==> config.mk <==
export PLATFORM = sky130hd
export DESIGN_NAME = fqa_front
export DESIGN_NICKNAME = d
export VERILOG_FILES = /design/src/rtl/fqa_pkg.sv /design/src/rtl/fqa_front.sv
export SDC_FILE = /design/constraint.sdc
export NUM_CORES = 2
export LEC_CHECK = 0
export ABC_CLOCK_PERIOD_IN_PS = 17700
export BUFFER_PORTS_ARGS = -buffer_cell sky130_fd_sc_hd__buf_2
export CAP_MARGIN = 0
export CORE_MARGIN = 8
export CORE_UTILIZATION = 60
export DETAILED_ROUTE_END_ITERATION = 10
export MAX_ROUTING_LAYER = met4
export PLACE_DENSITY = 0.78
export SLEW_MARGIN = 10
export SYNTH_ARGS = -nofsm -noshare
export SYNTH_HDL_FRONTEND = slang
export SYNTH_SLANG_ARGS = --single-unit
==> constraint.sdc <==
create_clock -name clk -period 17.7 [get_ports clk]
set_input_delay 1.77 -clock clk [delete_from_list [all_inputs] [get_ports clk]]
set_output_delay 1.77 -clock clk [all_outputs]
set_load 0.02 [all_outputs]
==> src/rtl/fqa_pkg.sv <==
// Package for the Q24.8 fixed-point ALU: opcodes, widths and pipeline types.
// Used by every module of the ALU; depends on nothing.
`timescale 1ns / 1ps
`default_nettype none

package fqa_pkg;

  localparam int FRAC_BITS      = 8;
  localparam int DATA_W         = 32;
  localparam int DIVIDEND_W     = DATA_W + FRAC_BITS;
  localparam int BITS_PER_STAGE = 2;
  localparam int DIV_STAGES     = (DIVIDEND_W + BITS_PER_STAGE - 1) / BITS_PER_STAGE;
  localparam int QUOT_W         = DIV_STAGES * BITS_PER_STAGE;

  typedef enum logic [3:0] {
    OP_ADD    = 4'd0,
    OP_SUB    = 4'd1,
    OP_MUL    = 4'd2,
    OP_DIV    = 4'd3,
    OP_GT     = 4'd4,
    OP_LT     = 4'd5,
    OP_GE     = 4'd6,
    OP_LE     = 4'd7,
    OP_EQ     = 4'd8,
    OP_NE     = 4'd9,
    OP_INC    = 4'd10,
    OP_DEC    = 4'd11,
    OP_TO_INT = 4'd12
  } op_t;

  typedef struct packed {
    op_t               kind;
    logic [DATA_W-1:0] value;
    logic              cmp;
    logic              dz;
    logic              neg_q;
  } item_t;

  typedef struct packed {
    logic [DATA_W-1:0] rem;
    logic [QUOT_W-1:0] dq;
    logic [DATA_W-1:0] dvsr;
  } div_t;

  typedef struct packed {
    item_t item;
    div_t  div;
  } stage_t;

endpackage

`default_nettype wire

==> src/rtl/fqa_front.sv <==
// Front end of the ALU: decode, simple results, signed product and divider set-up.
// Two register stages; depends on fqa_pkg.
`timescale 1ns / 1ps
`default_nettype none

module fqa_front (
  input  wire logic                                clk,
  input  wire logic                                rst_n,
  input  wire logic                                en,
  input  wire logic                                in_valid,
  input  wire logic [3:0]                          in_kind,
  input  wire logic signed [fqa_pkg::DATA_W-1:0]   in_operand_a,
  input  wire logic signed [fqa_pkg::DATA_W-1:0]   in_operand_b,
  output logic                                     s2_valid,
  output fqa_pkg::stage_t                          s2_data
);

  logic                                   s1_valid_r;
  fqa_pkg::stage_t                        s1_data_r;
  fqa_pkg::stage_t                        s1_data_nxt;
  logic signed [2*fqa_pkg::DATA_W-1:0]    prod_r;
  logic signed [2*fqa_pkg::DATA_W-1:0]    prod_nxt;
  logic                                   s2_valid_r;
  fqa_pkg::stage_t                        s2_data_r;
  fqa_pkg::stage_t                        s2_data_nxt;
  logic signed [fqa_pkg::DATA_W-1:0]      shifted_a;
  logic [fqa_pkg::DATA_W-1:0]             abs_a;
  logic [fqa_pkg::DATA_W-1:0]             abs_b;
  logic signed [2*fqa_pkg::DATA_W-1:0]    prod_sh;
  fqa_pkg::op_t                           kind;

  always_comb begin
    kind      = fqa_pkg::op_t'(in_kind);
    shifted_a = in_operand_a >>> fqa_pkg::FRAC_BITS;
    abs_a     = in_operand_a[fqa_pkg::DATA_W-1] ? -in_operand_a : in_operand_a;
    abs_b     = in_operand_b[fqa_pkg::DATA_W-1] ? -in_operand_b : in_operand_b;
    prod_nxt  = in_operand_a * in_operand_b;

    s1_data_nxt            = '0;
    s1_data_nxt.item.kind  = kind;
    s1_data_nxt.item.neg_q = in_operand_a[fqa_pkg::DATA_W-1] ^ in_operand_b[fqa_pkg::DATA_W-1];
    s1_data_nxt.div.dq     = fqa_pkg::QUOT_W'({abs_a, {fqa_pkg::FRAC_BITS{1'b0}}});
    s1_data_nxt.div.dvsr   = abs_b;
    case (kind)
      fqa_pkg::OP_ADD: begin
        s1_data_nxt.item.value = in_operand_a + in_operand_b;
      end
      fqa_pkg::OP_SUB: begin
        s1_data_nxt.item.value = in_operand_a - in_operand_b;
      end
      fqa_pkg::OP_DIV: begin
        s1_data_nxt.item.dz = (in_operand_b == '0);
      end
      fqa_pkg::OP_GT: s1_data_nxt.item.cmp = in_operand_a > in_operand_b;
      fqa_pkg::OP_LT: s1_data_nxt.item.cmp = in_operand_a < in_operand_b;
      fqa_pkg::OP_GE: s1_data_nxt.item.cmp = in_operand_a >= in_operand_b;
      fqa_pkg::OP_LE: s1_data_nxt.item.cmp = in_operand_a <= in_operand_b;
      fqa_pkg::OP_EQ: s1_data_nxt.item.cmp = in_operand_a == in_operand_b;
      fqa_pkg::OP_NE: s1_data_nxt.item.cmp = in_operand_a != in_operand_b;
      fqa_pkg::OP_INC: begin
        s1_data_nxt.item.value = in_operand_a + fqa_pkg::DATA_W'(1);
      end
      fqa_pkg::OP_DEC: begin
        s1_data_nxt.item.value = in_operand_a - fqa_pkg::DATA_W'(1);
      end
      fqa_pkg::OP_TO_INT: begin
        if (in_operand_a[fqa_pkg::DATA_W-1] &&
            (in_operand_a[fqa_pkg::FRAC_BITS-1:0] != '0)) begin
          s1_data_nxt.item.value = shifted_a + fqa_pkg::DATA_W'(1);
        end else begin
          s1_data_nxt.item.value = shifted_a;
        end
      end
      default: begin
        s1_data_nxt.item.value = '0;
      end
    endcase
  end

  always_comb begin
    prod_sh     = prod_r >>> fqa_pkg::FRAC_BITS;
    s2_data_nxt = s1_data_r;
    if (s1_data_r.item.kind == fqa_pkg::OP_MUL) begin
      if (prod_r[2*fqa_pkg::DATA_W-1] && (prod_r[fqa_pkg::FRAC_BITS-1:0] != '0)) begin
        s2_data_nxt.item.value = prod_sh[fqa_pkg::DATA_W-1:0] + fqa_pkg::DATA_W'(1);
      end else begin
        s2_data_nxt.item.value = prod_sh[fqa_pkg::DATA_W-1:0];
      end
    end
  end

  always_ff @(posedge clk) begin
    if (!rst_n) begin
      s1_valid_r <= 1'b0;
      s2_valid_r <= 1'b0;
    end else if (en) begin
      s1_valid_r <= in_valid;
      s2_valid_r <= s1_valid_r;
    end
  end

  always_ff @(posedge clk) begin
    if (en) begin
      s1_data_r <= s1_data_nxt;
      prod_r    <= prod_nxt;
      s2_data_r <= s2_data_nxt;
    end
  end

  assign s2_valid = s2_valid_r;
  assign s2_data  = s2_data_r;

endmodule

`default_nettype wire

## Word-level counts from Yosys, hierarchy flattened

Index checks and enable logic that the tools add are counted.

- Equality and inequality tests: 14
- Multiplexer cells: 7
- Multipliers: 1
- Bitwise operators: 1
- Reduce and logical (&&, ||, !) cells: 6
- Add/subtract/negate cells: 8
- Order comparisons: 4

Operators with widths:

| cell | count |
|---|---|
| 32-bit one-hot mux with 5 select lines | 1 |
| 32-bit two-way mux | 3 |
| 32-bit by 32-bit multiplier with 64-bit output | 1 |
| 32-bit negation | 2 |
| 31-bit two-way mux | 2 |
| 32-bit by 1-bit adder with 32-bit output, second input constant | 1 |
| 32-bit by 2-bit adder with 32-bit output, second input constant | 1 |
| 32-bit adder | 1 |
| 32-bit equality test | 1 |
| 32-bit >= comparator | 1 |
| 32-bit greater-than comparator | 1 |
| 32-bit <= comparator | 1 |
| 32-bit logical NOT | 1 |
| 32-bit < comparator | 1 |
| 32-bit inequality test | 1 |
| 32-bit by 2-bit subtractor with 32-bit output, second input constant | 1 |
| 32-bit subtractor | 1 |
| 24-bit by 2-bit adder with 25-bit output, second input constant | 1 |
| 4-bit equality test, second input constant | 5 |
| 4-bit by 3-bit equality test with 1-bit output, second input constant | 4 |
| 8-bit nonzero test | 2 |
| 4-bit by 2-bit equality test with 1-bit output, second input constant | 2 |
| 1-bit one-hot mux with 6 select lines | 1 |
| 4-bit by 1-bit equality test with 1-bit output, second input constant | 1 |
| 3 further kinds | 4 |

- Input port bits: 72
- Output and inout bits: 144
- Word-level logic and storage cells: 60
- Flip-flop bits (word level): 272

## Logic depth before layout (Yosys ltp)

- Word-level depth: 4
- Gate-level depth with buffers: 30
- Gate-level depth less buffers: 28

## Worst setup path before layout

Ideal clock, no wire load.

- Kind: input-to-reg
- Start point: input in_operand_b[3] (netlist bit)
- End point: register prod_r[37] (netlist bit), data pin
- Library setup time: 261 ps
- Path slack: 8514 ps
- Required time: 17439 ps
- Arrival time: 8925 ps
- Buffers on the path: 3
- Cell stages on the path: 25
- Cell sequence: clkbuf_1 clkbuf_1 buf_1 nand2_1 fa_1 fa_1 fa_1 fa_1 inv_1 fa_1 inv_1 fa_1 fa_1 fa_1 inv_1 ha_1 a211oi_1 a21boi_0 nand2_1 o311a_1 o21a_1 o211ai_1 a311o_1 nor3_1 a311o_1

- Longest elaborated chain between the ends: 1

RTL lines:

| element | line | text |
|---|---|---|
| start, declared | fqa_front.sv:13 | `input wire logic signed [fqa_pkg::DATA_W-1:0] in_operand_b,` |
| 32-bit by 32-bit multiplier with 64-bit output | fqa_front.sv:37 | `prod_nxt = in_operand_a * in_operand_b;` |
| named net prod_nxt, one bit | fqa_front.sv:22 | `logic signed [2*fqa_pkg::DATA_W-1:0] prod_nxt;` |
| end signal, assigned | fqa_front.sv:105 | `prod_r <= prod_nxt;` |
| end, declared | fqa_front.sv:21 | `logic signed [2*fqa_pkg::DATA_W-1:0] prod_r;` |

The timed path passes the listed nets, and every way through them passes these cells.
A chain may end at the register's enable or synchronous reset.

## Final worst setup path

- Start point: input in_operand_b[8] (netlist bit)
- End point: register prod_r[63] (netlist bit), data pin

The elaborated chain is that of the path after synthesis.

==> impl_metrics.py <==
metrics = {
    "run_status": {
        "outcome": "finished, final reports clean",
    },
    "clock_tree": {
        "path_clk_slew_ns": 0.09,
        "cts_resized": 0,
        "cts_buffers": 24,
        "cts.sinks": 249,
        "postCtsHoldBufs": 0,
        "htreeDepth": 1,
        "clk_latency_ns": 0.58,
        "cts-root-buf": "clkbuf_16",
        "cts_tree": "yes",
        "ctsLongestPathBuffers": 3,
        "cts_setup_buffers": 0,
    },
    "worst_setup_path": {
        "reg2reg_to": "s2_data[138]",
        "worstPathArrival_ns": 10.57,
        "slowest_delay_ns": 0.68,
        "endpoint_kind": "register",
        "critPathLaunch": "in_operand_b[8]",
        "setup.worst_path.class": "input pin to register",
        "cpMaxStageDelayCell": "clkinv_1",
        "cp.required_ns": 18.04,
        "reg2reg_from": "prod_r[63]",
        "path_buf_inv": 9,
        "r2r_slack_ns": 14.33,
        "worst_setup_path_start_kind": "input pin",
        "worstRegToRegCells": 8,
        "path_max_fanout": 31,
        "crit_family": "adder cells",
        "cp_common_cell": "fa_1",
    },
    "route": {
        "top_layer_used": "met4",
        "met3_length_um": 18600,
        "met1Wirelength_um": 56000,
        "met2_length_um": 68800,
        "drt-vias-per-instance": 5.95,
        "drcViolationCount": 0,
        "via_count": 37646,
        "firstDrtPassIters": 6,
        "totalWireLength_um": 155000,
        "drt_iter0_markers": 3873,
        "postRouteAntennaNets": 0,
        "wire_per_inst_um": 24.5,
    },
    "sta": {
        "period_share_pct": 57.8,
        "fin_tns_setup_ns": 0,
        "finalMaxSlewViolations": 0,
        "hold_viol_final": 0,
        "skew_ns": 0.0482,
        "rsz0062_at_grt": "false",
        "slew-limit-headroom_pct": 14.5,
        "max_slew.worst_pin.slew_ns": 1.28,
        "max_clock_freq_mhz": 97.8,
        "post-route-min-period_ns": 10.23,
        "setup_violations": 0,
    },
    "yosys": {
        "synth-main-ff-cell": "edfxtp_1",
        "yosys_warnings": 0,
        "synth_edf_count": 247,
        "synth_seq_cells": 249,
        "async_reset_ff_share_pct": 0,
        "syn_area_per_cell_sq_um": 9.60,
        "syn_area_sq_um": 50100,
        "netlist_instances": 5215,
        "ys_types": 75,
        "ys_seq_area_share_pct": 14.9,
    },
    "grt": {
        "grt_max_degree": 99,
        "grt_overflow": 0,
        "grt_pass1_vias": 39998,
        "grt_pass1_wl_um": 239000,
        "track_usage_pct": 34.7,
        "antenna_found_initial": 7,
    },
    "die": {
        "die_h_um": 305,
        "floorplan.initialDensity_pct": 60.2,
        "die_w_um": 305,
        "design.die.area_sq_um": 93000,
        "core_sq_um": 83200,
        "rows": 106,
        "ios": 216,
    },
    "hold_path": {
        "hold_path_class": "register to register",
        "min-delay-start": "s1_data_r[62]",
        "min_path_cells": 0,
        "min_to": "s2_data[62]",
    },
    "layout": {
        "fin_util_pct": 63.1,
        "layout.nets": 6655,
        "drive_gt1_share_pct": 5.81,
        "fillers": 6704,
        "area_growth_pct": 4.77,
        "final_cells": 6322,
    },
    "placement": {
        "dp_hpwl_um": 116000,
        "io_buffers": 175,
        "gp_congestion": 1.05,
        "dp.cells": 6269,
    },
    "run": {
        "max_cap_violations": 0,
    },
}
## kinds of logic after synthesis
group / count (synthesis) / synth area share, %
buffers and inverters: 1467 / 11.3
and+or+nand+nor: 1450 / 13.5
adders and majority gates: 1368 / 50.4
AOI/OAI and AO/OA: 444 / 5.72
DFF: 249 / 14.9
xor gates and xnor gates: 232 / 4.06
muxes: 4 / 0.0824
other: 1 / 0.00749
## area by class of cell
class	instances	area, sq um	area share, %
multi-input cells	3538	37100	70.7
flip-flops and latches	249	7460	14.2
inverters	1163	4370	8.32
repair buffers	239	1370	2.60
well taps	1080	1350	2.57
clock buffers	30	663	1.26
clock inverters	14	125	0.238
diodes	9	22.5	0.0429
## layer usage
| layer | vias up | global-route usage, % |
|---|---|---|
| li1 | 15622 | - |
| met1 | 18899 | 44.0 |
| met2 | 2551 | 51.9 |
| met3 | 574 | 7.59 |
| met4 | 0 | 19.4 |
| met5 | - | - |
## stage by stage
stage	hold WS, ns	instance area, sq um	setup WS [ns]
2_1_floorplan	0.400	50200	8.51
3_5_place_dp	0.405	51700	7.17
3_3_place_gp	0.401	51700	7.31
4_1_cts	0.412	52500	7.76
6_report	0.408	52500	7.47
5_1_grt	0.413	52500	7.15
## synth_stat cells, types with 40 or more instances
cell / instances / area (sq um)
inv_1: 1147 / 4310
fa_1: 1084 / 21700
nand2_1: 659 / 2470
and2_1: 303 / 1900
ha_1: 284 / 3550
nor2_1: 253 / 950
edfxtp_1: 247 / 7420
clkbuf_1: 215 / 807
xnor2_1: 165 / 1450
a21oi_1: 138 / 691
o21ai_0: 78 / 390
xor2_1: 67 / 587
a21o_1: 47 / 353
buf_1: 47 / 176
buf_4: 40 / 300
## layout by cell type, fill, tap and decap left out, drive strengths merged, types with 26 or more instances in the layout
cell type,n
inv,1153
fa,1084
nand2,659
and2,304
ha,284
nor2,253
edfxtp,247
buf,239
xnor2,165
a21oi,138
o21ai,80
xor2,67
a21o,47
conb,40
nor3,39
nand3,39
nand4,30
clkbuf,30
o21a,26
## worst max-delay path by stage
stage,cells after the start,endpoint,slack [ns]
after floorplan,25,prod_r[37],8.51
after global placement,28,prod_r[63],7.31
after detailed placement,28,prod_r[63],7.17
after CTS,28,prod_r[63],7.76
after global routing,28,prod_r[63],7.15
final,28,prod_r[63],7.47
## sequential cells by signal (all words and copies together), names as in the netlist
register / flops
s1_data_r: 103
s2_data: 103
prod_r: 41
s1_valid_r: 1
s2_valid: 1
Power is left out: the tool's default activity adds up to more than one toggle a clock period on the data nets, which glitch-free logic cannot reach.
