===== config.mk =====
export PLATFORM = sky130hd
export DESIGN_NAME = fqa_div_stage
export DESIGN_NICKNAME = d
export VERILOG_FILES = /design/src/rtl/fqa_pkg.sv /design/src/rtl/fqa_div_stage.sv
export SDC_FILE = /design/constraint.sdc
export NUM_CORES = 1
export LEC_CHECK = 0
export BUFFER_PORTS_ARGS = -buffer_cell sky130_fd_sc_hd__buf_4
export CAP_MARGIN = 20
export CORE_MARGIN = 2
export CORE_UTILIZATION = 44
export CTS_BUF_LIST = sky130_fd_sc_hd__clkbuf_16
export CTS_CLUSTER_SIZE = 20
export DETAILED_ROUTE_END_ITERATION = 8
export GPL_ROUTABILITY_DRIVEN = 0
export PLACE_DENSITY = 0.75
export SYNTH_ARGS = -nofsm -noshare
export SYNTH_HDL_FRONTEND = slang
export SYNTH_SLANG_ARGS = --single-unit

===== constraint.sdc =====
create_clock -name clk -period 16.5 [get_ports clk]
set_input_delay 4.95 -clock clk [delete_from_list [all_inputs] [get_ports clk]]
set_output_delay 4.95 -clock clk [all_outputs]
set_load 0.01 [all_outputs]

===== src/rtl/fqa_pkg.sv =====
// Package for the Q24.8 fixed-point ALU: opcodes, widths and pipeline types.
// Used by every module of the ALU; depends on nothing.
`timescale 1ns / 1ps
`default_nettype none

package fqa_pkg;

  localparam int FRAC_BITS      = 8;
  localparam int DATA_W         = 32;
  localparam int DIVIDEND_W     = DATA_W + FRAC_BITS;
  localparam int BITS_PER_STAGE = 2;
  localparam int DIV_STAGES     = (DIVIDEND_W + BITS_PER_STAGE - 1) / BITS_PER_STAGE;
  localparam int QUOT_W         = DIV_STAGES * BITS_PER_STAGE;

  typedef enum logic [3:0] {
    OP_ADD    = 4'd0,
    OP_SUB    = 4'd1,
    OP_MUL    = 4'd2,
    OP_DIV    = 4'd3,
    OP_GT     = 4'd4,
    OP_LT     = 4'd5,
    OP_GE     = 4'd6,
    OP_LE     = 4'd7,
    OP_EQ     = 4'd8,
    OP_NE     = 4'd9,
    OP_INC    = 4'd10,
    OP_DEC    = 4'd11,
    OP_TO_INT = 4'd12
  } op_t;

  typedef struct packed {
    op_t               kind;
    logic [DATA_W-1:0] value;
    logic              cmp;
    logic              dz;
    logic              neg_q;
  } item_t;

  typedef struct packed {
    logic [DATA_W-1:0] rem;
    logic [QUOT_W-1:0] dq;
    logic [DATA_W-1:0] dvsr;
  } div_t;

  typedef struct packed {
    item_t item;
    div_t  div;
  } stage_t;

endpackage

`default_nettype wire


===== src/rtl/fqa_div_stage.sv =====
// One stage of the restoring divider: two quotient bits per stage, registered.
// Depends on fqa_pkg.
`timescale 1ns / 1ps
`default_nettype none

module fqa_div_stage (
  input  wire logic            clk,
  input  wire logic            rst_n,
  input  wire logic            en,
  input  wire logic            prev_valid,
  input  wire fqa_pkg::stage_t prev_data,
  output logic                 next_valid,
  output fqa_pkg::stage_t      next_data
);

  logic                        valid_r;
  fqa_pkg::stage_t             data_r;
  fqa_pkg::stage_t             data_nxt;
  logic [fqa_pkg::DATA_W:0]    rem_sh;

  always_comb begin
    data_nxt = prev_data;
    rem_sh   = '0;
    for (int i = 0; i < fqa_pkg::BITS_PER_STAGE; i++) begin
      rem_sh = {data_nxt.div.rem, data_nxt.div.dq[fqa_pkg::QUOT_W-1]};
      data_nxt.div.dq = {data_nxt.div.dq[fqa_pkg::QUOT_W-2:0], 1'b0};
      if (rem_sh >= {1'b0, data_nxt.div.dvsr}) begin
        rem_sh             = rem_sh - {1'b0, data_nxt.div.dvsr};
        data_nxt.div.dq[0] = 1'b1;
      end
      data_nxt.div.rem = rem_sh[fqa_pkg::DATA_W-1:0];
    end
  end

  always_ff @(posedge clk) begin
    if (!rst_n) begin
      valid_r <= 1'b0;
    end else if (en) begin
      valid_r <= prev_valid;
    end
  end

  always_ff @(posedge clk) begin
    if (en) begin
      data_r <= data_nxt;
    end
  end

  assign next_valid = valid_r;
  assign next_data  = data_r;

endmodule

`default_nettype wire


# --- Word level (Yosys, flattened, before mapping) ---
# Index checks and enable logic that the tools add are counted.
# W data, S select, Z words.
totals:
  regBits: 144
  latch_bits: 0
  mem_bits_rw: 0
  rom_bits: 0
  in_bits: 147
  output_inout_bits: 144
  wordCells: 17
  mem_count: 0
classes:
  add_sub_neg: 2
  n_mul: 0
  n_div: 0
  n_lt_le_gt_ge: 2
  n_eq_ne: 0
  shifts: 0
  mux: 4
  n_bitwise: 0
  n_reduce_logical: 0
op_table:
  columns: ["operator", "count"]
  rows:
  - ["$ge A33 B32 Y1", 2]
  - ["$mux W32", 2]
  - ["$sub A32 B32 Y32", 2]
  - ["$mux W1", 2]

# --- Depth between registers and ports, before layout ---
# Gate-level depths: netlist (run 1).
logic_depth:
  depth_word: 4
  ltp_mapped: 25
  depth_no_buf: 22

# --- Worst setup path before layout (run 1) ---
# Ideal clock, no wire load.
synth_timing:
  path_type: "input -> register"
  start: "input prev_data[19] in the netlist's numbering"
  end: "register data_r (netlist bit next_data[79]) (data pin)"
  setup_time_ns: 0.262
  arrival_time_ns: 10.359
  required_time_ns: 16.238
  path_slack_ns: 5.879
  path_stages: 23
  n_path_buf: 3
  path_cell_list: "inv_1 -> ha_1 -> or2_2 -> and3_1 -> a2111o_1 -> a21oi_1 -> nor4b_2 -> or4b_1 -> and2_1 -> buf_2 -> buf_4 -> mux2_2 -> ha_1 -> or3_4 -> and2_1 -> a221o_1 -> a311o_1 -> a21o_1 -> a221oi_2 -> nand2_1 -> a211oi_4 -> buf_6 -> mux2_1"
synth_rtl:
  columns: ["item", "line_no", "text"]
  rows:
  - ["start: declaration", "fqa_div_stage.sv:11", "input wire fqa_pkg::stage_t prev_data,"]
  - ["end signal: assignment", "fqa_div_stage.sv:45", "data_r <= data_nxt;"]
  - ["end: declaration", "fqa_div_stage.sv:17", "fqa_pkg::stage_t data_r;"]

==> reports/metrics.csv, run 1 <==
metric,value,unit
post-DR wirelength/cell,18.4,µm
clk sink count,144,
pin count of the biggest net entering global routing,76,
hold_buf cts,0,
PortBufs,290,
Clock Pin Slew Worst Setup and Hold Paths,0.07,ns
total gr overflow,0,
worst path bufs/invs,4,
DR WL met3,1.34,mm
Seq cells post-synth,144,
syn_nets,983,
Max Cap Viol,0,
routed wire length,24.7,mm
cells after synthesis,770,
register area share after synthesis,0.490,
unrepaired setup endpoints after global routing,false,
CP top delay family,compound AO/OA/AOI/OAI gates,
"Top FF cell, synth",edfxtp_1,
WS Path Type,in -> reg,
Post-CTS Setup Repair Bufs,0,
Detail Route Antenna Nets,0,
Max-slew headroom,0.388,
CP arrival,11.27,ns
crit path max fanout,33,
ranking of synthesized cells by area,"edfxtp_1 (49%), ha_1 (9.1%), mux2_2 (4.1%), a21oi_1 (2.7%), xnor2_1 (2.6%)",
largest vdd supply drop,72.1,µV
clk buf depth,2,
Synth area leader,edfxtp_1,
First-pass DRT Iterations,5,
CTS tree,built,
period utilization,0.672,
std cell rows,51,
via total after detailed routing,7196,
CTS resizes,0,
Final min period,11.09,ns
met2 routed WL,12.7,mm
synthesis warning total,0,
Die Width,145,µm
Post-synth EDFFs,143,
synthesized area per cell,11.4,µm²
ANT cells,0,
routed vias/inst,5.38,
status,"complete, no violations",
Worst Tran Pin Value,0.918,ns
distinct cell type count after synthesis,68,
root buf cell,clkbuf_16,
fmax,90.1,MHz
post-layout util,0.604,
Area Growth Syn to Fin,34.0,%
DPL Wire Length,19.3,mm
"Slew Viols, Final",0,
startpoint type of the worst setup path,input port,
Power Density,114,nW/µm²
WL met1,10.1,mm
vias in the first global route,7026,
"FFs w/ async S/R, synth",0,
Die Y,145,µm
Fin Clk Skew,0,ns
Core ar.,19500,µm²
Setup Viol. Count Final,0,
layout cell share with drive strength beyond 1,0.345,
die area,21200,µm²
Worst path max stage delay,0.47,ns
"Req. time, crit path",16.67,ns
DR top layer,met4,
Worst Hold Class,reg -> reg,
GR Util All Layers,0.231,
LEAKAGE,5.16,nW
TNS Setup,0,ns
slowest library cell on the worst path,buf_4,
Ports,291,
initial core utilization,0.451,
"Clk Latency, worst-skew pair",0.43,ns
mapped cell area,8810,µm²
final hold violation count,0,
H-tree depth,4,
crit-path most repeated cell,buf_4,
post-synth top area share,0.488,
CP cell instances,"buf_4, inv_1, ha_1, a211o_1, and3_1, a2111o_1, a21oi_1, nor4b_2, or4b_1, and2_1, buf_4, mux2_2, ha_1, or3_4, and2_1, a221o_1, a311o_1, a21o_1, a221oi_2, nand2_1, a211oi_4, buf_4, mux2_2",
initial detailed-routing violation count,422,
final hold slack,0.543,ns
first-pass GRT wire length,38.3,mm
critical path endpoint category,flip-flop,
top-count cell post-synth,edfxtp_1,
drt drc,0,
initial antenna violation count,0,
nets,1274,
CTS buffer count,17,
"top cells by count, synth","edfxtp_1 (143), ha_1 (64), inv_1 (55)",
-- worst min-delay path: cells and delay by family (launching register included) --
| kind | cells | cell delay (ns) |
|---|---|---|
| DFF | 1 | 0.33 |
| muxes | 1 | 0.08 |
| and+or+nand+nor | 1 | 0.10 |
-- report_power, final --
group	total, mW	internal (mW)	switching [mW]
clock network	0.379	0.212	0.167
registers	0.485	0.469	0.0158
logic	0.476	0.232	0.244
total	1.34	0.913	0.427
-- cell usage in the layout (no fill, tap or decap), drive strengths merged, types with 4 or more instances in the layout --
cell / synthesis / routed
and2: 7 / 7
edfxtp: 143 / 143
nor2b: 9 / 9
nor4: 7 / 7
o21a: 8 / 8
nand2: 40 / 40
a31oi: 9 / 9
a211o: 5 / 5
ha: 64 / 64
nor3: 11 / 11
inv: 55 / 61
o221ai: 4 / 4
nand2b: 5 / 5
o31a: 4 / 4
nand4: 9 / 9
o21bai: 7 / 7
mux2: 56 / 56
nand3: 14 / 14
a21oi: 48 / 48
xnor2: 26 / 26
o21ai: 47 / 47
mux2i: 7 / 7
a2111oi: 4 / 4
a21o: 25 / 25
buf: 11 / 293
clkinv: 0 / 4
a211oi: 7 / 7
nor2: 49 / 49
clkbuf: 10 / 17
and3: 13 / 13
xor2: 21 / 21
-- routing by layer --
metal  vias up  GRT usage
li1       3496          -
met1      3406      0.278
met2       255      0.412
met3        39     0.0429
met4         0     0.0843
met5         -          0
-- final timing paths --
| kind | slack, ns | endpoint | cells after the start | start |
|---|---|---|---|---|
| setup / recovery | 5.41 | next_data[87]$_DFFE_PP_ | 23 | prev_data[18] |
| hold / removal | 0.54 | next_valid$_SDFFE_PN0P_ | 2 | next_valid$_SDFFE_PN0P_ |
| setup reg to reg | 15.88 | next_valid$_SDFFE_PN0P_ | 2 | next_valid$_SDFFE_PN0P_ |
| hold reg to reg | 0.54 | next_valid$_SDFFE_PN0P_ | 2 | next_valid$_SDFFE_PN0P_ |
-- final cells by class --
class                   instances  area [µm²]
fillers                      1682        7730
flip-flops and latches        144        4310
multi-input cells             550        4170
repair buffers                293        2200
clock buffers                  17         425
well taps                     265         332
inverters                      55         206
clock inverters                14         150
-- kinds of logic after synthesis --
kind of cell / count (synthesis) / share of synthesized area
flops: 144 / 0.490
simple gates: 177 / 0.100
buf+inv: 76 / 0.0371
mux: 63 / 0.0817
fa+ha+maj: 66 / 0.0955
compound gates: 197 / 0.149
xor+xnor: 47 / 0.0467
-- flip-flops by register name, summed over array words and instances, names as in the netlist --
register / cells
next_valid: 1
next_data: 143
-- stage by stage --
| stage | std cells | power [mW] | worst slack (ns) | cell area, µm² |
|---|---|---|---|---|
| after global placement | 1307 | 0.957 | 5.16 | 11200 |
| after CTS | 1338 | 1.35 | 5.44 | 11800 |
| final | 1338 | 1.34 | 5.41 | 11800 |
| after floorplan | 770 | 0.792 | 5.88 | 8810 |
| after global routing | 1338 | 1.41 | 5.06 | 11800 |
| after detailed placement | 1307 | 0.965 | 5.02 | 11200 |
Power figures use the tool's default switching activity.
==> run 2, diff against run 1 <==
==> constraint.sdc (replaced) <==
create_clock -name clk -period 11.65 [get_ports clk]
set_input_delay 3.495 -clock clk [delete_from_list [all_inputs] [get_ports clk]]
set_output_delay 3.495 -clock clk [all_outputs]
set_load 0.01 [all_outputs]
==> reports/metrics.csv, run 2 (synthesized netlist as in run 1, its figures left out) <==
metric,value,unit,change
Worst path max stage delay,0.79,ns,+0.32 ns
layout cell share with drive strength beyond 1,0.346,,+0.00122
most frequent cells in the layout,"buf_4 (294), edfxtp_1 (143), ha_1 (64)",,
setup slack at placement,1.46,ns,-3.56 ns
total gr overflow,0,,unchanged
post-DR wirelength/cell,18.4,µm,-0.20%
CP cell instances,"buf_4, inv_1, ha_1, a211o_1, and3_1, a2111o_1, a21oi_1, nor4b_2, or4b_1, and2_1, mux2_2, ha_1, a21o_1, a21o_1, a2111oi_1, nor2_1, a2111oi_0, nand2_1, a221oi_1, xnor2_1, mux2_1",,
CTS buffer count,17,,unchanged
First-pass DRT Iterations,5,,unchanged
CTS tree,built,,
pin count of the biggest net entering global routing,74,,-2.6%
"most common cell after layout, fill and taps aside",buf_4,,
PortBufs,290,,unchanged
Detail Route Antenna Nets,0,,unchanged
Post-CTS Setup Repair Bufs,0,,unchanged
routed wire length,24.7,mm,about the same
vias in the first global route,6935,,-1.3%
"Slew Viols, Final",0,,unchanged
DPL Wire Length,19.4,mm,+0.54%
Ports,291,,unchanged
final hold violation count,0,,unchanged
Area Growth Syn to Fin,33.8,%,about the same
max reg flops,143,,unchanged
Die Width,145,µm,unchanged
initial detailed-routing violation count,464,,+10%
initial core utilization,0.451,,unchanged
post-route setup slack,1.81,ns,-3.60 ns
first-pass GRT wire length,38.4,mm,+0.16%
Placed Area,11200,µm²,+0.13%
nets,1276,,+0.16%
fmax,102,MHz,
hold_buf cts,0,,unchanged
Worst Tran Pin Value,0.871,ns,-0.0471 ns
die area,21200,µm²,unchanged
Clock Pin Slew Worst Setup and Hold Paths,0.07,ns,about the same
Reg power frac,0.364,,+0.002
CTS resizes,0,,unchanged
CP arrival,10.02,ns,-1.25 ns
LEAKAGE,5.16,nW,about the same
drt drc,0,,unchanged
startpoint type of the worst setup path,input port,,
GR Util All Layers,0.231,,+0.000410
"Clk Latency, worst-skew pair",0.43,ns,about the same
Max-slew headroom,0.405,,+0.0164
initial antenna violation count,1,,+1
period utilization,0.845,,
via total after detailed routing,7165,,-0.43%
Power Density,160,nW/µm²,+41%
Clock power frac,0.275,,-0.008
fillcell total,1652,,-1.8%
slowest library cell on the worst path,a2111oi_0,,
root buf cell,clkbuf_16,,
Switching Power,0.612,mW,+43%
Internal,1.27,mW,+39%
post-route design area,11800,µm²,about the same
Setup Viol. Count Final,0,,unchanged
TNS Setup,0,ns,unchanged
Core ar.,19500,µm²,unchanged
"Req. time, crit path",11.83,ns,-4.84 ns
Max Cap Viol,0,,unchanged
status,"complete, no violations",,
largest vdd supply drop,106,µV,+47%
Fin Clk Skew,0,ns,unchanged
unrepaired setup endpoints after global routing,false,,
sw frac,0.324,,+0.00604
std cell rows,51,,unchanged
clk sink count,144,,unchanged
H-tree depth,4,,unchanged
WS Path Type,in -> reg,,
Final min period,9.84,ns,
critical path endpoint category,flip-flop,,
routed vias/inst,5.34,,-0.65%
Die Y,145,µm,unchanged
crit path max fanout,17,,-48%
clk buf depth,2,,unchanged
Gate power share,0.361,,+0.005
Worst Hold Class,reg -> reg,,
run 2: cell count changes in the layout (fill, tap and decap cells not counted), sizes merged:
cell	change
clkinv	-2
bufinv	-1
diode	+1
clkinvlp	+1
buf	+2
inv	+2
run 2: final cells by class:
cell class | count | area [µm²] | area share
Tap cell | 265 | 332 | 0.0281
Clock buffer | 17 | 425 | 0.0361
Antenna cell | 1 | 2.50 | 0.000212
Clock inverter | 14 | 123 | 0.0104
Timing Repair Buffer | 295 | 2220 | 0.188
Multi-Input combinational cell | 550 | 4170 | 0.353
Sequential cell | 144 | 4310 | 0.366
Inverter | 55 | 206 | 0.0175
run 2: stage by stage:
step | cells | hold WS (ns) | power (mW) | utilization
2_1_floorplan | 770 | 0.538 | 1.12 | -
3_3_place_gp | 1309 | 0.500 | 1.36 | 0.575
3_5_place_dp | 1309 | 0.512 | 1.37 | 0.575
4_1_cts | 1340 | 0.527 | 1.89 | 0.603
5_1_grt | 1341 | 0.574 | 1.99 | 0.604
6_report | 1341 | 0.529 | 1.89 | 0.604
run 2: final timing paths:
kind              cells after the start                        to  slack [ns]                     from
setup / recovery                     21  next_data[102]$_DFFE_PP_        1.81            prev_data[18]
hold / removal                        2   next_valid$_SDFFE_PN0P_        0.53  next_valid$_SDFFE_PN0P_
setup reg to reg                      2   next_valid$_SDFFE_PN0P_       11.05  next_valid$_SDFFE_PN0P_
hold reg to reg                       2   next_valid$_SDFFE_PN0P_        0.53  next_valid$_SDFFE_PN0P_
run 2: power by group through the flow:
stage	sequential (mW)	combinational, mW	clock, mW
after floorplan	0.733	0.389	0
after global placement	0.698	0.661	0
after detailed placement	0.696	0.676	0
after CTS	0.686	0.680	0.529
after global routing	0.693	0.741	0.552
final	0.685	0.681	0.519
run 2: critical path: cells and delay by family:
kind	cells	cell delay (ns)
multiplexers	2	0.71
XOR/XNOR	1	0.09
adder cells (fa/ha/maj)	2	0.82
buffers and inverters	2	0.14
AO/OA/AOI/OAI	8	3.01
AND/OR/NAND/NOR	6	1.74
run 2: routing by layer:
layer | global-route usage | wire, µm | up-vias
met5 | 0 | 0 | -
met4 | 0.0784 | 581 | 0
met3 | 0.0426 | 1240 | 38
met2 | 0.407 | 12500 | 258
met1 | 0.286 | 10400 | 3377
li1 | - | - | 3492
