==> src/rtl/fqa_pkg.sv <==
// Package for the Q24.8 fixed-point ALU: opcodes, widths and pipeline types.
// Used by every module of the ALU; depends on nothing.
`timescale 1ns / 1ps
`default_nettype none

package fqa_pkg;

  localparam int FRAC_BITS      = 8;
  localparam int DATA_W         = 32;
  localparam int DIVIDEND_W     = DATA_W + FRAC_BITS;
  localparam int BITS_PER_STAGE = 2;
  localparam int DIV_STAGES     = (DIVIDEND_W + BITS_PER_STAGE - 1) / BITS_PER_STAGE;
  localparam int QUOT_W         = DIV_STAGES * BITS_PER_STAGE;

  typedef enum logic [3:0] {
    OP_ADD    = 4'd0,
    OP_SUB    = 4'd1,
    OP_MUL    = 4'd2,
    OP_DIV    = 4'd3,
    OP_GT     = 4'd4,
    OP_LT     = 4'd5,
    OP_GE     = 4'd6,
    OP_LE     = 4'd7,
    OP_EQ     = 4'd8,
    OP_NE     = 4'd9,
    OP_INC    = 4'd10,
    OP_DEC    = 4'd11,
    OP_TO_INT = 4'd12
  } op_t;

  typedef struct packed {
    op_t               kind;
    logic [DATA_W-1:0] value;
    logic              cmp;
    logic              dz;
    logic              neg_q;
  } item_t;

  typedef struct packed {
    logic [DATA_W-1:0] rem;
    logic [QUOT_W-1:0] dq;
    logic [DATA_W-1:0] dvsr;
  } div_t;

  typedef struct packed {
    item_t item;
    div_t  div;
  } stage_t;

endpackage

`default_nettype wire

==> src/rtl/fqa_back.sv <==
// Back end of the ALU: signs the quotient, picks the result and holds the output register.
// Depends on fqa_pkg.
`timescale 1ns / 1ps
`default_nettype none

module fqa_back (
  input  wire logic                       clk,
  input  wire logic                       rst_n,
  input  wire logic                       en,
  input  wire logic                       last_valid,
  input  wire fqa_pkg::stage_t            last_data,
  output logic                            out_valid,
  output logic signed [fqa_pkg::DATA_W-1:0] out_result_value,
  output logic                            out_compare_true,
  output logic                            out_divide_by_zero
);

  logic                        out_valid_r;
  logic [fqa_pkg::DATA_W-1:0]  value_r;
  logic [fqa_pkg::DATA_W-1:0]  value_nxt;
  logic                        cmp_r;
  logic                        dz_r;
  logic [fqa_pkg::DATA_W-1:0]  quot;

  always_comb begin
    quot = last_data.div.dq[fqa_pkg::DATA_W-1:0];
    if (last_data.item.kind != fqa_pkg::OP_DIV) begin
      value_nxt = last_data.item.value;
    end else if (last_data.item.dz) begin
      value_nxt = '0;
    end else if (last_data.item.neg_q) begin
      value_nxt = -quot;
    end else begin
      value_nxt = quot;
    end
  end

  always_ff @(posedge clk) begin
    if (!rst_n) begin
      out_valid_r <= 1'b0;
    end else if (en) begin
      out_valid_r <= last_valid;
    end
  end

  always_ff @(posedge clk) begin
    if (en) begin
      value_r <= value_nxt;
      cmp_r   <= last_data.item.cmp;
      dz_r    <= last_data.item.dz;
    end
  end

  assign out_valid          = out_valid_r;
  assign out_result_value   = value_r;
  assign out_compare_true   = cmp_r;
  assign out_divide_by_zero = dz_r;

endmodule

`default_nettype wire

==> config.mk <==
export PLATFORM = sky130hd
export DESIGN_NAME = fqa_back
export DESIGN_NICKNAME = d
export VERILOG_FILES = /design/src/rtl/fqa_pkg.sv /design/src/rtl/fqa_back.sv
export SDC_FILE = /design/constraint.sdc
export NUM_CORES = 1
export LEC_CHECK = 0
export BUFFER_PORTS_ARGS = -buffer_cell sky130_fd_sc_hd__clkbuf_2
export CORE_UTILIZATION = 42
export DETAILED_ROUTE_END_ITERATION = 10
export GPL_ROUTABILITY_DRIVEN = 0
export PLACE_DENSITY_LB_ADDON = 0.12
export SLEW_MARGIN = 20
export SYNTH_ARGS = -nofsm -noshare
export SYNTH_HDL_FRONTEND = slang
export SYNTH_SLANG_ARGS = --single-unit
==> constraint.sdc <==
create_clock -name clk -period 5.36 [get_ports clk]
set_clock_uncertainty 0.1 [all_clocks]
set_input_delay 0.536 -clock clk [delete_from_list [all_inputs] [get_ports clk]]
set_output_delay 0.536 -clock clk [all_outputs]
set_load 0.05 [all_outputs]
== Word level (Yosys, flattened, before mapping) ==
Index checks and enable logic that the tools add are counted.

* Add/sub/neg operators: 1
* Equal/unequal tests: 1
* Mux-type cells: 3

{| class="wikitable"
|+ Operator list
! operator !! count
|-
| 2-to-1 mux 32 bit || 3
|-
| negation 32 bit || 1
|-
| != test 4 x 2 -> 1 bit, second input constant || 1
|}

* Flip-flop bits (word level): 35
* Word-level logic and storage cells: 9

== Longest topological paths before layout ==
Gate-level depths: netlist of run 1.

* Word-level depth: 4
* Depth in mapped cells: 7
* Mapped depth without buffers: 7

== Worst setup path before layout of run 1 ==
No wires, ideal clock.

* Path kind: input-to-reg
* Start point: in last_data[52] (netlist bit)
* End point: reg value_r (netlist bit out_result_value[28]) (data pin)
* Setup time: 0.145 ns
* Data arrival time: 2.188 ns
* Data required time: 5.115 ns
* Setup slack: 2.927 ns
* Stages on the path: 6
* Path buffers: 1
* Cells stage by stage: nor4_2 -> or4b_1 -> buf_2 -> or3_4 -> mux2_4 -> o21ai_1

* Word-level cells in the longest chain between the ends: 4

{| class="wikitable"
|+ Ends and longest elaborated chain
! what !! RTL line !! text
|-
| from (decl) || fqa_back.sv:11 || <nowiki>input wire fqa_pkg::stage_t last_data,</nowiki>
|-
| negation 32 bit || fqa_back.sv:32 || <nowiki>value_nxt = -quot;</nowiki>
|-
| 2-to-1 mux 32 bit || fqa_back.sv:31 || <nowiki>end else if (last_data.item.neg_q) begin</nowiki>
|-
| 2-to-1 mux 32 bit || fqa_back.sv:29 || <nowiki>end else if (last_data.item.dz) begin</nowiki>
|-
| 2-to-1 mux 32 bit || fqa_back.sv:27 || <nowiki>if (last_data.item.kind != fqa_pkg::OP_DIV) begin</nowiki>
|-
| named net value_nxt, one bit || fqa_back.sv:20 || <nowiki>logic [fqa_pkg::DATA_W-1:0] value_nxt;</nowiki>
|-
| to (signal assigned) || fqa_back.sv:48 || <nowiki>value_r <= value_nxt;</nowiki>
|-
| to (decl) || fqa_back.sv:19 || <nowiki>logic [fqa_pkg::DATA_W-1:0] value_r;</nowiki>
|}

The timed path passes the listed nets, and every way through them passes these cells.
A chain may end at the register's enable or synchronous reset.

== Final worst setup path of run 1 ==
* Start point: in last_data[43] (netlist bit)
* End point: reg value_r (netlist bit out_result_value[31]) (data pin)

The elaborated chain is that of the path after synthesis.

==> results of run 1 <==
cell families after synthesis:
kind of cell | synth area share (%)
DFF | 48.5
muxes | 2.33
buffers and inverters | 2.50
adders and majority gates | 0.582
and+or+nand+nor | 17.5
xor gates and xnor gates | 11.4
AOI/OAI and AO/OA | 17.2
flip-flops by register name, indices dropped and copies added (netlist names):
name	flops
out_divide_by_zero	1
out_valid	1
out_compare_true	1
out_result_value	32
area by class of cell:
type,count,area [µm²]
fill,449,1970
multi-input combinational,162,1050
sequential,35,1040
timing repair buffer,110,553
tap,67,83.8
clock buffer,5,68.8
clock inverter,3,38.8
inverter,3,11.3
per-layer routing:
metal / GRT usage, % / part of all wire (%) / vias to the layer above
met5: 0 / 0 / -
met1: 27.9 / 49 / 838
met4: 5.13 / 0.57 / 0
li1: - / - / 1002
met2: 28.5 / 43 / 74
met3: 5.76 / 7.1 / 4
placed cells by master, fill, tap and decap left out, types with 3 or more instances in the layout:
cell type / n
sky130_fd_sc_hd__a22o_1: 3
sky130_fd_sc_hd__clkbuf_2: 109
sky130_fd_sc_hd__clkbuf_8: 5
sky130_fd_sc_hd__edfxtp_1: 34
sky130_fd_sc_hd__inv_1: 3
sky130_fd_sc_hd__nand2_1: 36
sky130_fd_sc_hd__nand2b_1: 4
sky130_fd_sc_hd__nand3_1: 4
sky130_fd_sc_hd__nand3b_1: 3
sky130_fd_sc_hd__nand4_1: 3
sky130_fd_sc_hd__nor2_1: 7
sky130_fd_sc_hd__nor4_1: 3
sky130_fd_sc_hd__o21ai_0: 24
sky130_fd_sc_hd__o31ai_1: 15
sky130_fd_sc_hd__o41ai_1: 9
sky130_fd_sc_hd__xnor2_1: 6
sky130_fd_sc_hd__xor2_1: 22
worst max-delay path, cell delays in order:
cell	delay [ns]
sky130_fd_sc_hd__clkbuf_2	0.11
sky130_fd_sc_hd__nor4_1	0.58
sky130_fd_sc_hd__nand4_1	0.49
sky130_fd_sc_hd__o41ai_1	0.65
sky130_fd_sc_hd__xor2_1	0.19
sky130_fd_sc_hd__o21ai_0	0.09
how the worst max path moves through the flow:
| stage | slack [ns] | start | endpoint | cells after the start |
|---|---|---|---|---|
| floorplan | 2.93 | last_data[52] | out_result_value[28] | 6 |
| global placement | 2.37 | last_data[44] | out_result_value[29] | 6 |
| detailed placement | 2.32 | last_data[43] | out_result_value[31] | 6 |
| CTS | 2.65 | last_data[43] | out_result_value[31] | 6 |
| global route | 2.33 | last_data[43] | out_result_value[29] | 6 |
| finish | 2.63 | last_data[43] | out_result_value[31] | 6 |
report_power, final:
group,leakage (µW),internal [µW],switching (µW)
combinational,0.000862,59.1,141
sequential,0.000341,327,5.95
clock,0.0000556,136,92.2
metrics by stage:
step	hold slack, ns	utilization (%)	cells	instance area (µm²)	worst slack [ns]
floorplan	0.535	-	211	2150	2.93
CTS	0.323	59.2	385	2850	2.65
detailed placement	0.419	56.9	377	2740	2.32
global route	0.320	59.2	385	2850	2.33
finish	0.329	59.2	385	2850	2.63
global placement	0.404	56.9	377	2740	2.37
==> flow_summary.json, run 1 <==
{
  "synth_ff_type": "sky130_fd_sc_hd__edfxtp_1",
  "placement.io_buffers": 109,
  "yosys.area.top_type": "sky130_fd_sc_hd__edfxtp_1",
  "ctsHoldBuffers": 0,
  "run_status": "finished, final reports clean",
  "hold_path_origin": "last_data[106]",
  "clk-insertion-delay-late_ns": 0.28,
  "regToRegEndpoint": "out_valid",
  "number_of_vias_per_cell_after_detailed_routing": 4.98,
  "antenna_violating_nets_post_route": 0,
  "finalWirelength_mm": 5.07,
  "cp-end-kind": "flop",
  "timing_worst_slew_pin_value_ns": 0.877,
  "async_flop_share_pct": 0,
  "final_max_slew_viol_count": 0,
  "grt_pass1_vias": 1725,
  "route.vias.total": 1918,
  "synth_enable_flop_cells": 34,
  "net_count_synth": 359,
  "cts_repair_resize_count": 0,
  "syn_avg_cell_area_um2": 10.2,
  "root_buffer": "sky130_fd_sc_hd__clkbuf_8",
  "final_layout_size_suffix_gt1_share_pct": 38.4,
  "wire_length_of_the_first_global_routing_pass_mm": 7.90,
  "fin_crit_ns": 2.73,
  "nets": 465,
  "overflow_left_after_global_routing": 0,
  "tritoncts": "done",
  "timing.critical_path.fanout_max": 10,
  "power.ir.vdd_worst_mv": 0.116,
  "period_share_pct": 50.9,
  "final-setup-viol-count": 0,
  "ys_top_cells_by_area": "sky130_fd_sc_hd__edfxtp_1 (48%), sky130_fd_sc_hd__xor2_1 (9.0%), sky130_fd_sc_hd__nand2_1 (6.3%), sky130_fd_sc_hd__o21ai_0 (5.6%), sky130_fd_sc_hd__o31ai_1 (5.2%)",
  "first_pass_iters": 4,
  "design_power_total_uw": 761,
  "power.leakage_uw": 0.00126,
  "synth-seq-area-share_pct": 48.5,
  "synth-warning-count": 0,
  "yosysUniqueCellTypes": 35,
  "antenna_cells_inserted": 0,
  "final_hold_fails": 0,
  "clk_pin_slew_ns": 0.07,
  "synth_area_mm2": 0.00215,
  "fp.coreArea_mm2": 0.00482,
  "post-synth-top-count-cell": "sky130_fd_sc_hd__nand2_1",
  "timing.setup.critical_path_class": "in -> reg",
  "share_of_the_synthesized_area_in_the_top_cell_type_pct": 47.5,
  "worstPathRequired_ns": 5.27,
  "tritoncts_buffer_count": 5,
  "floorplan.die_area_mm2": 0.00541,
  "worst_r2r_startpoint": "out_valid",
  "syn-instance-count": 211,
  "rows": 25,
  "cts_num_sinks": 35,
  "cellPowerDensity_mw_per_mm2": 267,
  "top_cells_by_count_synth": "sky130_fd_sc_hd__nand2_1 (36), sky130_fd_sc_hd__edfxtp_1 (34), sky130_fd_sc_hd__o21ai_0 (24)",
  "drc": 0,
  "rsz_0062_raised_after_global_routing": "false",
  "max_freq_mhz": 367,
  "dp_hpwl_mm": 3.79,
  "die_y_um": 73.5,
  "cts_max_level": 2,
  "start_kind": "input pin",
  "avgRoutedWirePerCell_um": 13.2,
  "postCtsSetupRepairBufs": 0,
  "max_slew_margin_pct": 41.2,
  "top_level_ports": 182,
  "syn_to_final_growth_pct": 32.7,
  "hold-path-cell-count": 1,
  "floorplan.initialDensity_pct": 44.6,
  "synth.ff_latch_count": 35,
  "worst_hold_path.endpoint": "out_compare_true",
  "maximum_number_of_pins_on_one_net_before_global_route_repair": 44,
  "fin_tns_setup_ns": 0,
  "antenna_found_initial": 0,
  "drv.max_cap_violation_count": 0,
  "worst-r2r-setup-slack_ns": 4.66,
  "critical_path_arrival_ns": 2.63,
  "initial_drt_markers": 102,
  "hp-class": "in -> reg",
  "globalRouteTotalUtil_pct": 19.5,
  "die-width_um": 73.5,
  "clock_tree.buffer_depth": 2,
  "reg2regPathDepth": 2
}
Note: power is estimated with default switching activity, not from simulation.
==> inputs of run 2 (changes only) <==
--- a/config.mk
+++ b/config.mk
@@ -6,7 +6,7 @@
 export NUM_CORES = 1
 export LEC_CHECK = 0
 export BUFFER_PORTS_ARGS = -buffer_cell sky130_fd_sc_hd__clkbuf_2
-export CORE_UTILIZATION = 42
+export CORE_UTILIZATION = 35
 export DETAILED_ROUTE_END_ITERATION = 10
 export GPL_ROUTABILITY_DRIVEN = 0
 export PLACE_DENSITY_LB_ADDON = 0.12
==> constraint.sdc (replaced) <==
create_clock -name clk -period 2.45 [get_ports clk]
set_clock_uncertainty 0.1 [all_clocks]
set_input_delay 0.245 -clock clk [delete_from_list [all_inputs] [get_ports clk]]
set_output_delay 0.245 -clock clk [all_outputs]
set_load 0.05 [all_outputs]
==> flow_summary.json, run 2 (synthesized netlist as in run 1, its figures left out) <==
{
  "layout.filler_cells": 596,
  "final-setup-viol-count": 0,
  "hp-class": "in -> reg",
  "timing.critical_path.fanout_max": 7,
  "antenna_cells_inserted": 0,
  "timing.critical_path.buf_inv": 2,
  "hold-path-cell-count": 1,
  "crit_cells": 7,
  "mostFrequentLayoutCells": "sky130_fd_sc_hd__clkbuf_2 (109), sky130_fd_sc_hd__nand2_1 (36), sky130_fd_sc_hd__edfxtp_1 (34)",
  "drc": 1,
  "floorplan.die_area_mm2": 0.00646,
  "syn_to_final_growth_pct": 38.1,
  "fin_crit_ns": 2.25,
  "fp.coreArea_mm2": 0.00592,
  "reg2regPathDepth": 2,
  "root_buffer": "sky130_fd_sc_hd__clkbuf_8",
  "rsz_0062_raised_after_global_routing": "false",
  "worstPathRequired_ns": 2.39,
  "overflow_left_after_global_routing": 0,
  "power.leakage_uw": 0.00133,
  "tritoncts": "done",
  "drv.max_cap_violation_count": 0,
  "antenna_found_initial": 0,
  "grt_pass1_vias": 1887,
  "antenna_violating_nets_post_route": 0,
  "violations": "DRC",
  "clock_tree.buffer_depth": 2,
  "top_level_ports": 182,
  "clk-insertion-delay-late_ns": 0.28,
  "postCtsSetupRepairBufs": 0,
  "avgRoutedWirePerCell_um": 13.9,
  "start_kind": "input pin",
  "dp_hpwl_mm": 4.28,
  "cts_num_sinks": 35,
  "final_layout_size_suffix_gt1_share_pct": 41.3,
  "cellPowerDensity_mw_per_mm2": 546,
  "placement.io_buffers": 109,
  "die_y_um": 80.3,
  "timing_worst_slew_pin_value_ns": 0.793,
  "first_pass_iters": 7,
  "power.ir.vdd_worst_mv": 0.264,
  "number_of_vias_per_cell_after_detailed_routing": 4.99,
  "nets": 479,
  "critical_path_arrival_ns": 2.19,
  "ctsHoldBuffers": 0,
  "final_max_slew_viol_count": 0,
  "slowest_cell_on_the_critical_path": "sky130_fd_sc_hd__or4b_1",
  "globalRouteTotalUtil_pct": 18.4,
  "max_freq_mhz": 445,
  "critical_path.top_delay_family": "simple AND/OR/NAND/NOR gates",
  "cts_repair_resize_count": 0,
  "fin_cells": 407,
  "rows": 28,
  "tritoncts_buffer_count": 5,
  "run_status": "complete, but fails checks",
  "period_share_pct": 91.7,
  "finalWirelength_mm": 5.67,
  "initial_drt_markers": 76,
  "fin_tns_setup_ns": 0,
  "slowest_delay_ns": 0.64,
  "die-width_um": 80.3,
  "largest_register_ffs": 32,
  "max_slew_margin_pct": 47.1,
  "layout_commonest_cell": "sky130_fd_sc_hd__clkbuf_2",
  "maximum_number_of_pins_on_one_net_before_global_route_repair": 31,
  "placedCellCount": 399,
  "final_hold_fails": 0,
  "timing.setup.critical_path_class": "in -> reg",
  "fin_worst_hold_slack_ns": 0.0298,
  "crit_chain": "clkbuf_2, nor4_2, or4b_1, o41ai_1, buf_4, xor2_1, o21ai_0",
  "wire_length_of_the_first_global_routing_pass_mm": 8.96,
  "cts_max_level": 2,
  "floorplan.initialDensity_pct": 36.3,
  "cp-end-kind": "flop",
  "clk_pin_slew_ns": 0.07,
  "route.vias.total": 2029
}
==> run 2: changes by cell type in the layout (fill, tap and decap cells not counted) <==
cell and delta:
sky130_fd_sc_hd__buf_4 +13, sky130_fd_sc_hd__clkinv_1 -1, sky130_fd_sc_hd__clkbuf_8 +1, sky130_fd_sc_hd__nand3_2 +1
sky130_fd_sc_hd__nand3_1 -1, sky130_fd_sc_hd__clkbuf_1 +1, sky130_fd_sc_hd__buf_12 +1, sky130_fd_sc_hd__bufinv_16 -1
==> run 2: cell type report <==
type / instances / area (µm²) / area share [%]
multi-input cells: 162 / 1060 / 35.7
clock buffers: 7 / 86.3 / 2.91
flip-flops and latches: 35 / 1040 / 35.1
well taps: 75 / 93.8 / 3.16
clock inverters: 1 / 5.00 / 0.169
inverters: 3 / 11.3 / 0.380
repair buffers: 124 / 671 / 22.6
==> run 2: layer usage <==
metal  routed length (µm)  up-vias  part of all wire, %  global-route usage [%]
li1                     -     1033                    -                       -
met1                 2660      920                   47                    24.4
met2                 2600       70                   46                    29.6
met3                  349        6                  6.2                    4.55
met4                   58        0                  1.0                    4.82
met5                    0        -                    0                       0
==> run 2: path summary, 6_finish.rpt <==
kind / slack, ns / startpoint / to
worst min register to register: 0.43 / out_valid / out_valid
worst min-delay path: 0.03 / last_data[106] / out_compare_true
worst max-delay path: 0.20 / last_data[52] / out_result_value[31]
worst max register to register: 1.75 / out_valid / out_valid
==> run 2: where the power goes <==
| group | internal (µW) | switching [µW] |
|---|---|---|
| Combinational | 140 | 316 |
| Clock | 227 | 210 |
| Sequential | 715 | 13.2 |
| Total | 1080 | 539 |
==> run 2: per-stage QoR <==
step                utilization, %  setup WS [ns]  area, µm²  total power (µW)
finish                        50.1          0.203       2970              1620
floorplan                        -          0.308       2150              1030
CTS                           50.1          0.209       2970              1640
global placement              48.6        -0.0540       2880              1200
global route                  50.1          0.136       2970              1690
detailed placement            48.6        -0.0806       2880              1200
==> inputs of run 3 (changes only) <==
--- a/config.mk
+++ b/config.mk
@@ -5,11 +5,13 @@
 export SDC_FILE = /design/constraint.sdc
 export NUM_CORES = 1
 export LEC_CHECK = 0
+export ABC_AREA = 1
 export BUFFER_PORTS_ARGS = -buffer_cell sky130_fd_sc_hd__clkbuf_2
-export CORE_UTILIZATION = 35
+export CORE_UTILIZATION = 37
 export DETAILED_ROUTE_END_ITERATION = 10
 export GPL_ROUTABILITY_DRIVEN = 0
 export PLACE_DENSITY_LB_ADDON = 0.12
+export SETUP_SLACK_MARGIN = 0.05
 export SLEW_MARGIN = 20
 export SYNTH_ARGS = -nofsm -noshare
 export SYNTH_HDL_FRONTEND = slang
==> flow_summary.json, run 3 <==
{
  "initial_drt_markers": 94,
  "design_power_total_uw": 1840,
  "max_freq_mhz": 669,
  "ctsHoldBuffers": 0,
  "drc": 0,
  "synth-warning-count": 0,
  "period_share_pct": 61.0,
  "p_clk_share_pct": 34.5,
  "max_slew_margin_pct": 41.2,
  "final_max_slew_viol_count": 0,
  "maximum_number_of_pins_on_one_net_before_global_route_repair": 37,
  "slowest_cell_on_the_critical_path": "sky130_fd_sc_hd__nor2_4",
  "root_buffer": "sky130_fd_sc_hd__clkbuf_8",
  "top_cells_by_count_synth": "sky130_fd_sc_hd__nand2_1 (107), sky130_fd_sc_hd__edfxtp_1 (34), sky130_fd_sc_hd__inv_1 (34)",
  "worst_hold_path.endpoint": "out_compare_true",
  "first_pass_iters": 4,
  "mostFrequentLayoutCells": "sky130_fd_sc_hd__clkbuf_2 (109), sky130_fd_sc_hd__nand2_1 (107), sky130_fd_sc_hd__inv_1 (34), sky130_fd_sc_hd__edfxtp_1 (34), sky130_fd_sc_hd__nand3_1 (32)",
  "syn_to_final_growth_pct": 30.2,
  "p_comb_share_pct": 25.9,
  "rsz_0062_raised_after_global_routing": "false",
  "tritoncts_buffer_count": 5,
  "syn_avg_cell_area_um2": 7.31,
  "critical_path_arrival_ns": 1.56,
  "timing.setup.critical_path_class": "in -> reg",
  "drv.max_cap_violation_count": 0,
  "clk-insertion-delay-late_ns": 0.29,
  "timing.critical_path.fanout_max": 15,
  "net_count_synth": 484,
  "reg2regPathDepth": 2,
  "number_of_vias_per_cell_after_detailed_routing": 4.84,
  "antenna_cells_inserted": 0,
  "wire_length_of_the_first_global_routing_pass_mm": 11.0,
  "finalWirelength_mm": 6.72,
  "synth.ff_latch_count": 35,
  "yosysUniqueCellTypes": 27,
  "largest_register_ffs": 32,
  "power.share.sequential_pct": 39.7,
  "yosys.area.top_type": "sky130_fd_sc_hd__edfxtp_1",
  "rows": 29,
  "synth_ff_type": "sky130_fd_sc_hd__edfxtp_1",
  "hp-class": "in -> reg",
  "layout_commonest_cell": "sky130_fd_sc_hd__clkbuf_2",
  "top_level_ports": 182,
  "avgRoutedWirePerCell_um": 12.8,
  "worst-r2r-setup-slack_ns": 1.68,
  "antenna_violating_nets_post_route": 0,
  "fin_crit_ns": 1.49,
  "fin_worst_hold_slack_ns": 0.0371,
  "hold_path_origin": "last_data[106]",
  "crit_chain": "clkbuf_2, nor2_1, nand3_2, nor2_4, inv_1, a21oi_1, o21ai_0, nand2_1",
  "final_layout_size_suffix_gt1_share_pct": 32.4,
  "power.ir.vdd_worst_mv": 0.299,
  "postCtsSetupRepairBufs": 0,
  "switching_portion_of_total_power_pct": 32.0,
  "pint_uw": 1250,
  "synth_enable_flop_cells": 34,
  "ys_top_cells_by_area": "sky130_fd_sc_hd__edfxtp_1 (42%), sky130_fd_sc_hd__nand2_1 (16%), sky130_fd_sc_hd__nand3_1 (6.5%), sky130_fd_sc_hd__inv_1 (5.2%), sky130_fd_sc_hd__o21ai_0 (4.7%)",
  "start_kind": "input pin",
  "nets": 595,
  "async_flop_share_pct": 0,
  "fp.coreArea_mm2": 0.00639,
  "cts_max_level": 2,
  "grt_pass1_vias": 2414,
  "final_hold_fails": 0,
  "syn-instance-count": 336,
  "synth_area_mm2": 0.00246,
  "cp-end-kind": "flop",
  "die_y_um": 83.5,
  "timing_worst_slew_pin_value_ns": 0.882,
  "antenna_found_initial": 0,
  "globalRouteTotalUtil_pct": 19.8,
  "tritoncts": "done",
  "route.vias.total": 2543,
  "overflow_left_after_global_routing": 0,
  "share_of_the_synthesized_area_in_the_top_cell_type_pct": 41.5,
  "power_switching_uw": 587,
  "cts_repair_resize_count": 0,
  "cts_num_sinks": 35,
  "fin_tns_setup_ns": 0,
  "floorplan.initialDensity_pct": 38.5,
  "die-width_um": 83.5,
  "timing.critical_path.buf_inv": 2,
  "final-setup-viol-count": 0,
  "synth-seq-area-share_pct": 42.4,
  "floorplan.die_area_mm2": 0.00697,
  "worstPathRequired_ns": 2.51,
  "post-synth-top-count-cell": "sky130_fd_sc_hd__nand2_1",
  "cellPowerDensity_mw_per_mm2": 573,
  "slowest_delay_ns": 0.33,
  "regToRegEndpoint": "out_valid",
  "run_status": "finished, final reports clean",
  "critical_path.top_delay_family": "simple AND/OR/NAND/NOR gates",
  "clock_tree.buffer_depth": 2,
  "dp_hpwl_mm": 5.24,
  "clk_pin_slew_ns": 0.07,
  "worst_r2r_startpoint": "out_valid",
  "hold-path-cell-count": 1,
  "power.leakage_uw": 0.00157,
  "placement.io_buffers": 109
}
## run 3: changes by cell type after synthesis, sizes merged, moves of 5 or more
| cell | previous run | this run |
|---|---|---|
| o21ai | 26 | 37 |
| a21oi | 0 | 12 |
| nor2 | 7 | 40 |
| clkbuf | 9 | 3 |
| xnor2 | 6 | 0 |
| nor4 | 5 | 0 |
| nand2 | 36 | 114 |
| inv | 3 | 35 |
| o31ai | 15 | 1 |
| o41ai | 9 | 0 |
| xor2 | 22 | 2 |
| nand3 | 4 | 38 |
## run 3: kinds of logic after synthesis
logic type | Yosys count | share of synthesized area, %
buf+inv | 43 | 7.69
flops | 35 | 42.4
simple gates | 204 | 38.0
compound gates | 51 | 10.7
fa+ha+maj | 1 | 0.509
xor+xnor | 2 | 0.713
## run 3: final cells by class
| type | instances | area, µm² |
|---|---|---|
| fill | 687 | 3190 |
| multi-input combinational | 258 | 1230 |
| sequential | 35 | 1040 |
| timing repair buffer | 112 | 568 |
| inverter | 35 | 131 |
| tap | 77 | 96.3 |
| clock buffer | 5 | 68.8 |
| clock inverter | 3 | 67.6 |
## run 3: worst max path at each step
| stage | startpoint | end | cells after the start |
|---|---|---|---|
| global route | last_data[142] | out_result_value[5] | 8 |
| CTS | last_data[32] | out_result_value[30] | 10 |
| global placement | last_data[142] | out_result_value[5] | 8 |
| finish | last_data[142] | out_result_value[9] | 8 |
| detailed placement | last_data[32] | out_result_value[30] | 10 |
| floorplan | last_data[32] | out_result_value[30] | 9 |
## run 3: layer usage
metal | track usage (%) | share of wire (%) | routed length [µm] | vias up
li1 | - | - | - | 1339
met1 | 26.3 | 48 | 3260 | 1125
met2 | 32.9 | 45 | 3040 | 74
met3 | 4.06 | 5.4 | 363 | 5
met4 | 5.08 | 0.89 | 60 | 0
met5 | 0 | 0 | 0 | -
## run 3: per-stage QoR
stage	util, %	instances	area, µm²	setup WS (ns)
after floorplan	-	336	2460	0.949
after global placement	48.0	517	3060	0.666
after detailed placement	48.0	517	3060	0.647
after CTS	50.1	525	3200	0.959
after global routing	50.1	525	3200	0.778
final	50.1	525	3200	0.955
## run 3: power groups by stage
stage	Clock (µW)	Combinational, µW	Sequential, µW
final	633	474	728
after CTS	649	476	728
after floorplan	0	138	922
after global placement	0	469	741
after detailed placement	0	474	742
after global routing	666	514	733
